### src/rtl/brrq_pkg.sv
// Package for the banked round-robin queue.
// Holds default sizes, request codes, controller states and the remainder-unit status.
// No dependencies.
package brrq_pkg;

    localparam int BANKS_DEF      = 16;
    localparam int BANK_DEPTH_DEF = 256;
    localparam int DATA_WIDTH_DEF = 32;

    localparam int CFG_W       = 9;
    localparam int CAP_RESET   = 256;
    localparam int BANK_OUT_W  = 4;
    localparam int TOTAL_OUT_W = 13;

    localparam logic REQ_PUSH = 1'b0;
    localparam logic REQ_POP  = 1'b1;

    typedef enum logic [1:0] {
        S_IDLE,
        S_MOD,
        S_POP
    } brrq_state_t;

    typedef struct packed {
        logic busy;
        logic done;
    } brrq_mod_status_t;

endpackage

### src/rtl/brrq_mod.sv
// Bit-serial remainder unit: dividend modulo divisor, one dividend bit per cycle.
// Depends on brrq_pkg.
module brrq_mod #(
    parameter int BANK_DEPTH = brrq_pkg::BANK_DEPTH_DEF
) (
    input  logic                                   clk,
    input  logic                                   rst_n,
    input  logic                                   start,
    input  logic [$clog2(BANK_DEPTH+1):0]          dividend,
    input  logic [$clog2(BANK_DEPTH+1)-1:0]        divisor,
    output brrq_pkg::brrq_mod_status_t             status,
    output logic [$clog2(BANK_DEPTH)-1:0]          remainder
);
    import brrq_pkg::*;

    localparam int FW = $clog2(BANK_DEPTH + 1);
    localparam int HW = $clog2(BANK_DEPTH);
    localparam int SW = FW + 1;
    localparam int CW = $clog2(SW + 1);

    logic [SW-1:0] shift_reg, shift_next;
    logic [FW-1:0] rem_reg, rem_next;
    logic [CW-1:0] cnt_reg, cnt_next;
    logic          busy_reg, busy_next;
    logic          done_reg, done_next;
    logic [FW:0]   trial;

    always_comb
    begin
        shift_next = shift_reg;
        rem_next   = rem_reg;
        cnt_next   = cnt_reg;
        busy_next  = busy_reg;
        done_next  = 1'b0;
        trial      = {rem_reg, shift_reg[SW-1]};
        if (trial >= {1'b0, divisor})
        begin
            trial = trial - {1'b0, divisor};
        end
        if (start)
        begin
            shift_next = dividend;
            rem_next   = '0;
            cnt_next   = CW'(SW);
            busy_next  = 1'b1;
        end
        else if (busy_reg)
        begin
            shift_next = {shift_reg[SW-2:0], 1'b0};
            rem_next   = FW'(trial);
            cnt_next   = cnt_reg - CW'(1);
            if (cnt_reg == CW'(1))
            begin
                busy_next = 1'b0;
                done_next = 1'b1;
            end
        end
    end

    always_ff @(posedge clk or negedge rst_n)
    begin
        if (!rst_n)
        begin
            busy_reg <= 1'b0;
            done_reg <= 1'b0;
            cnt_reg  <= '0;
        end
        else
        begin
            busy_reg <= busy_next;
            done_reg <= done_next;
            cnt_reg  <= cnt_next;
        end
    end

    always_ff @(posedge clk)
    begin
        shift_reg <= shift_next;
        rem_reg   <= rem_next;
    end

    assign status.busy = busy_reg;
    assign status.done = done_reg;
    assign remainder   = HW'(rem_reg);

    a_done_not_busy: assert property (@(posedge clk) disable iff (!rst_n)
        !(busy_reg && done_reg))
        else $error("remainder unit busy and done together");

    a_start_busy: assert property (@(posedge clk) disable iff (!rst_n)
        start |=> busy_reg)
        else $error("remainder unit did not start");

    a_rem_range: assert property (@(posedge clk) disable iff (!rst_n)
        done_reg |-> (rem_reg < divisor))
        else $error("remainder not below divisor");

endmodule

### config.mk
export PLATFORM = sky130hd
export DESIGN_NAME = brrq_mod
export DESIGN_NICKNAME = d
export VERILOG_FILES = /design/src/rtl/brrq_pkg.sv /design/src/rtl/brrq_mod.sv
export SDC_FILE = /design/constraint.sdc
export NUM_CORES = 1
export LEC_CHECK = 0
export BUFFER_PORTS_ARGS = -buffer_cell sky130_fd_sc_hd__buf_4
export CAP_MARGIN = 20
export CELL_PAD_IN_SITES_DETAIL_PLACEMENT = 1
export CELL_PAD_IN_SITES_GLOBAL_PLACEMENT = 2
export CORE_MARGIN = 8
export CORE_UTILIZATION = 37
export DETAILED_ROUTE_END_ITERATION = 16
export PLACE_DENSITY_LB_ADDON = 0.1
export RECOVER_POWER = 25
export SYNTH_ARGS = -nofsm -noshare
export SYNTH_HDL_FRONTEND = slang
export SYNTH_SLANG_ARGS = --single-unit
### constraint.sdc
create_clock -name clk -period 3.4 [get_ports clk]
set_clock_uncertainty 0.1 [all_clocks]
set_input_delay 0.51 -clock clk [delete_from_list [all_inputs] [get_ports clk]]
set_output_delay 0.51 -clock clk [all_outputs]
set_load 0.05 [all_outputs]
==> metrics.cfg, run 1 <==
[grt]
antenna_found_initial=0
overflow=0
grt_pass1_vias=1305
grt_pass1_wl_um=6313
globalRouteTotalUtil=0.1069
grt_max_degree=28

[cts]
clk_path_buf_depth=2
cts_made_buffers=3
post_cts_resized=0
cts_setup_buffers=0
clk_latency_ns=0.26
cts_tree=done
root_buffer=clkbuf_8
clock_tree.htree_level_count=1
clk_pin_slew_ns=0.08
clock_sinks=25
ctsHoldBuffers=1

[drt]
drc_errors=0
drt_first_pass_iters=4
drtIter0Drc=45
drt-vias-per-instance=5.211
totalWireLength_um=3701
wl_per_cell_um=15.29
postRouteAntennaNets=0
vias=1261

[logic_synthesis]
synthFlopType=edfxtp_1
ys_seq_area_frac=0.3744
synth.area.top_cells=edfxtp_1 (18%), dfxtp_1 (11%), dfrtp_1 (8.9%)
synth_nets=205
syn-mean-instance-area_um2=9.849
synth-edff-count=10
synth_area_mm2=0.001684
synth_cell_types=42
synth_top_area_share=0.1783
ys_warn_count=0
yosysTopAreaCell=edfxtp_1
ys_async_sr_fraction=0.2400
synthCells=171
synth-seq-cells=25

[sta]
finalSetupViolations=0
fin_setup_tns_ns=0
min_period_ns=2.704
tightest_slew_ns=1.224
finalHoldViolations=0
fin_crit_sh=0.7952
worst_slack_ns=0.6964
slew_violations=0
rsz0062_at_grt=false
slew_headroom=0.1841
fmax_ghz=0.3699

[pwr]
intPower_uw=804.8
p_switching_uw=668.7
p_sw_frac=0.4538
pwr-share-comb=0.576
finalPower_mw=1.473
seqPwrFrac=0.308
peakVddDrop_mv=0.3268
p_per_area_mw_per_mm2=763.2
pwr-share-clk=0.116
power.leakage_nw=0.8693

[die]
initial_core_util=0.3841
fp.dieArea_mm2=0.006966
io_pins=32
die-height_um=83.47
core_mm2=0.004384
rows=24
die_w_um=83.47

[layout]
multi_input_comb_area_um2=897.1
area_delta_synth_final_pct=14.64
num_antenna_cells=0
layout-drive-gt1-share=0.2632
seq_area_um2=630.6
largest_reg_flops=10
final_core_util=0.4404
finalNetCount=225
nFillCells=505

[worst_setup_path]
path_cells=inv_1 -> ha_1 -> inv_1 -> fa_1 -> a211oi_1 -> o21a_1 -> o211ai_2 -> mux2i_1 -> a211oi_1
crit_arrival_ns=2.77
cpPeakStageDelay_ns=0.44
cp-start-kind=flop
cp-end-kind=flop
cp.required_ns=3.46
slowest_stage=a211oi_1
cp_top_family=compound AO/OA/AOI/OAI gates
critPathKind=flop to flop
path_buf_inv=2
critPathMaxFanout=7

[place]
dp_hpwl_um=2935
gp_routability_congestion=0.7849
post-place-ws_ns=0.5564
numPortBuffers=31

[hold_path]
hold_path_class=input port to flop

[flow_run]
maxCapViolations=0

[outcome]
status=finished, final reports clean

==> final cells by class <==
cell class,count,area share
clock inverter,1,0.002592
timing repair buffer,33,0.1257
inverter,13,0.02528
tap,52,0.03370
clock buffer,3,0.02139
multi-input combinational,115,0.4647
sequential,25,0.3266
==> final timing paths <==
kind / startpoint / to / slack (ns) / depth (start not counted)
min: dividend[0] / shift_reg[0]$_SDFFCE_PN0P_ / 0.43 / 2
max in group asynchronous: rst_n / busy_reg$_DFF_PN0_ / 2.42 / 2
min reg2reg: rem_reg[2]$_SDFFE_PP0P_ / rem_reg[2]$_SDFFE_PP0P_ / 0.44 / 2
max: shift_reg[9]$_DFFE_PP_ / rem_reg[6]$_SDFFE_PP0P_ / 0.70 / 9
max reg2reg: shift_reg[9]$_DFFE_PP_ / rem_reg[6]$_SDFFE_PP0P_ / 0.70 / 9
min in group asynchronous: rst_n / cnt_reg[2]$_DFFE_PN0P_ / 0.54 / 2
==> logic make-up after synthesis <==
| kind of cell | after synthesis | share of synthesized area |
|---|---|---|
| AO/OA/AOI/OAI | 34 | 0.1523 |
| XOR/XNOR | 7 | 0.03640 |
| adder cells (fa/ha/maj) | 12 | 0.09361 |
| buffers and inverters | 31 | 0.09287 |
| flip-flops | 25 | 0.3744 |
| multiplexers | 15 | 0.09658 |
| AND/OR/NAND/NOR | 47 | 0.1538 |
==> power groups by stage <==
stage                     Clock (mW)  Sequential (mW)  Combinational, mW
after floorplan                    0            0.433              0.716
after global placement             0            0.460              0.844
after detailed placement           0            0.463              0.858
after CTS                      0.177            0.457              0.862
after global routing           0.191            0.467              0.942
final                          0.171            0.454              0.848
==> cells in the mapped netlist, types with 3 or more instances <==
| library cell | number |
|---|---|
| nand2b_1 | 6 |
| dfrtp_1 | 6 |
| inv_1 | 13 |
| a211oi_1 | 8 |
| nand2_1 | 8 |
| o21ai_0 | 3 |
| dfxtp_1 | 9 |
| xor2_1 | 4 |
| mux2_2 | 10 |
| a311oi_1 | 3 |
| mux2i_1 | 5 |
| clkbuf_1 | 4 |
| xnor2_1 | 3 |
| edfxtp_1 | 10 |
| nor2_1 | 18 |
| nand3_1 | 3 |
| ha_1 | 11 |
| o211ai_1 | 3 |
| a21oi_1 | 6 |
| buf_4 | 10 |
==> cells in the final DEF, fill, tap and decap left out, types with 2 or more instances in the layout <==
cell type	instances
a21oi_1	6
nand2_1	8
a211oi_1	8
a311oi_1	3
and2_1	2
dfrtp_1	6
mux2i_1	5
nor2_1	18
edfxtp_1	10
a21o_1	2
clkbuf_1	2
nand2b_1	6
nor4b_1	2
ha_1	11
buf_4	30
o31ai_1	2
dfxtp_1	9
o21ai_0	3
inv_1	13
o211ai_1	3
mux2_2	10
xor2_1	4
clkbuf_8	3
nand3_1	3
xnor2_1	3
==> per-layer routing <==
| layer | vias up | global-route usage | share of wire |
|---|---|---|---|
| met1 | 598 | 0.1437 | 0.50 |
| met5 | - | 0 | 0 |
| li1 | 639 | - | - |
| met2 | 22 | 0.1655 | 0.46 |
| met3 | 2 | 0.03516 | 0.042 |
| met4 | 0 | 0.01413 | 0.0022 |
==> metrics by stage <==
stage / std cells / cell area (µm²) / hold slack, ns
CTS: 242 / 1938 / 0.4255
global placement: 237 / 1882 / 0.2194
global route: 242 / 1931 / 0.4247
floorplan: 171 / 1684 / 0.1144
finish: 242 / 1931 / 0.4297
detailed placement: 237 / 1882 / 0.2228
No activity file was read; power rests on OpenSTA's default activity.
==> inputs of run 2 (changes only) <==
--- a/config.mk
+++ b/config.mk
@@ -10,7 +10,7 @@
 export CELL_PAD_IN_SITES_DETAIL_PLACEMENT = 1
 export CELL_PAD_IN_SITES_GLOBAL_PLACEMENT = 2
 export CORE_MARGIN = 8
-export CORE_UTILIZATION = 37
+export CORE_UTILIZATION = 31
 export DETAILED_ROUTE_END_ITERATION = 16
 export PLACE_DENSITY_LB_ADDON = 0.1
 export RECOVER_POWER = 25
==> constraint.sdc (replaced) <==
create_clock -name clk -period 2.47 [get_ports clk]
set_clock_uncertainty 0.1 [all_clocks]
set_input_delay 0.3705 -clock clk [delete_from_list [all_inputs] [get_ports clk]]
set_output_delay 0.3705 -clock clk [all_outputs]
set_load 0.05 [all_outputs]
==> run 2 against run 1 <==
Effect of this change: hold slack worse by 0.15 ns; highest routed layer unchanged; wire length rose by 14%; critical endpoint is now rem_reg[8]$_SDFFE_PP0P_; total power up 54%; largest power group unchanged.
==> metrics.cfg, run 2 (synthesis gave the netlist of run 1 again) <==
[outcome]
status=finished, final reports clean

[die]
fp.dieArea_mm2=0.008047  ; +16%
rows=27  ; +13%
die_w_um=89.71  ; +7.5%
die-height_um=89.71  ; +7.5%
core_mm2=0.005371  ; +23%
io_pins=32  ; unchanged
initial_core_util=0.3135  ; -0.07060

[pwr]
seqPwrFrac=0.269  ; -0.039
p_switching_mw=1.007  ; +51%
power.leakage_nw=0.9317  ; +7.2%
intPower_mw=1.257  ; +56%
peakVddDrop_mv=0.3034  ; -7.2%
p_sw_frac=0.4450  ; -0.008867
p_per_area_mw_per_mm2=1078  ; +41%
pwr-share-comb=0.617  ; +0.041
pwr-share-clk=0.115  ; about the same

[grt]
grt_pass1_wl_um=7120  ; +13%
grt_pass1_vias=1483  ; +14%
globalRouteTotalUtil=0.1054  ; -0.001569
antenna_found_initial=0  ; unchanged
overflow=0  ; unchanged
grt_max_degree=27  ; -3.6%

[worst_setup_path]
cp.required_ns=2.56  ; -0.90 ns
crit-reg2reg-launch=shift_reg[9]$_DFFE_PP_
path_cells=inv_1 -> ha_2 -> inv_2 -> fa_2 -> a211oi_2 -> buf_4 -> o211ai_1 -> o211a_1 -> or3_1 -> a311oi_2
critPathMaxFanout=4  ; -3
rr_worst_depth=10  ; +1
cp-startpoint=shift_reg[9]$_DFFE_PP_
crit_arrival_ns=2.53  ; -0.24 ns
slowest_stage=edfxtp_1
critPathKind=flop to flop
regToRegEndpoint=rem_reg[8]$_SDFFE_PP0P_
cp-start-kind=flop
cp-end-kind=flop
cpPeakStageDelay_ns=0.40  ; -0.04 ns
worst-r2r-setup-slack_ns=0.03  ; -0.67 ns

[sta]
worst_slack_ns=0.02856  ; -0.6678 ns
finalHoldViolations=0  ; unchanged
finalSetupViolations=0  ; unchanged
min_period_ns=2.441  ; -0.2622 ns
rsz0062_at_grt=true
fin_crit_sh=0.9884  ; +0.1933
timing.hold.ws_ns=0.2794  ; -0.1503 ns
tightest_slew_ns=0.3822  ; -0.8416 ns
fin_setup_tns_ns=0  ; unchanged
fmax_ghz=0.4096  ; +11%
slew_headroom=0.7437  ; +0.5595
slew_violations=0  ; unchanged

[layout]
layout-drive-gt1-share=0.3480  ; +0.08488
finalNetCount=239  ; +6.2%
layout_commonest_cell=buf_4
final_cell_mix=buf_4 (45), nor2_1 (18), inv_1 (12)
area_delta_synth_final_pct=24.74
nFillCells=618  ; +22%
largest_reg_flops=10  ; unchanged
multi_input_comb_area_um2=930.9  ; +3.8%
num_antenna_cells=0  ; unchanged
seq_area_um2=630.6  ; unchanged
stdcell_count=276  ; +14%

[cts]
cts_tree=done
clock_tree.htree_level_count=1  ; unchanged
clk_pin_slew_ns=0.10  ; +0.02 ns
clk_latency_ns=0.27  ; about the same
cts_setup_buffers=0  ; unchanged
clock_sinks=25  ; unchanged
cts_made_buffers=3  ; unchanged
root_buffer=clkbuf_8
clk_path_buf_depth=2  ; unchanged

[drt]
wl_per_cell_um=15.24  ; -0.35%
drt-vias-per-instance=4.812  ; -7.7%
drc_errors=0  ; unchanged
drtIter0Drc=43  ; -4.4%
totalWireLength_um=4206  ; +14%
vias=1328  ; +5.3%
drt_first_pass_iters=4  ; unchanged
postRouteAntennaNets=0  ; unchanged

[hold_path]
hp-start=dividend[0]
holdPathEnd=shift_reg[0]$_SDFFCE_PN0P_
hold_path_class=input port to flop
hold_depth=2  ; unchanged

[place]
gp_routability_congestion=0.7461  ; -4.9%
dp_hpwl_um=3244  ; +11%
placed_cells=271  ; +14%
post-place-ws_ns=-0.04049  ; -0.5969 ns
numPortBuffers=31  ; unchanged

[flow_run]
maxCapViolations=0  ; unchanged

run 2: metal layers:
metal	GRT usage	share of wire
met5	0	0
met4	0.02821	0.013
met3	0.02161	0.035
met2	0.1712	0.46
met1	0.1373	0.49
run 2: repair_timing:
item | 4_1_cts | 5_1_grt
hold buffers | 1 | 0
setup endpoints to repair | 6 | 9
gates cloned | 0 | 0
pin swaps | 0 | 5
endpoints found under the hold margin | 6 | 0
resized for setup | 3 | 5
run 2: metrics by stage:
step           area (µm²)  total power [mW]    util
5_1_grt              2101             2.442  0.3911
2_1_floorplan        1684             1.581       -
3_3_place_gp         2012             1.934  0.3746
4_1_cts              2092             2.279  0.3895
6_report             2101             2.264  0.3911
3_5_place_dp         2012             1.965  0.3746
run 2: area by class of cell:
type | count | area share
Sequential cell | 25 | 0.3002
Clock inverter | 1 | 0.003574
Inverter | 13 | 0.02323
Tap cell | 72 | 0.04288
Timing Repair Buffer | 47 | 0.1674
Clock buffer | 3 | 0.01965
Multi-Input combinational cell | 115 | 0.4431
run 2: worst max path at each step:
| stage | endpoint | slack (ns) | depth (start not counted) |
|---|---|---|---|
| finish | rem_reg[8]$_SDFFE_PP0P_ | 0.03 | 10 |
| global route | rem_reg[8]$_SDFFE_PP0P_ | -0.10 | 10 |
| CTS | rem_reg[1]$_SDFFE_PP0P_ | 0.02 | 10 |
| detailed placement | rem_reg[1]$_SDFFE_PP0P_ | -0.04 | 10 |
| global placement | rem_reg[1]$_SDFFE_PP0P_ | -0.02 | 10 |
| floorplan | rem_reg[1]$_SDFFE_PP0P_ | 0.15 | 9 |
run 2: worst max-delay path, delay by kind of cell, from the launching register on:
kind,cells,cell delay [ns]
adder cells (fa/ha/maj),2,0.52
flip-flops,1,0.40
AO/OA/AOI/OAI,4,0.75
AND/OR/NAND/NOR,1,0.32
buffers and inverters,3,0.27
run 2: power by group through the flow:
stage,registers [mW],clock network (mW),logic (mW)
2_1_floorplan,0.596,0,0.986
3_3_place_gp,0.617,0,1.32
3_5_place_dp,0.620,0,1.34
4_1_cts,0.612,0.272,1.39
5_1_grt,0.625,0.286,1.53
6_report,0.608,0.260,1.40
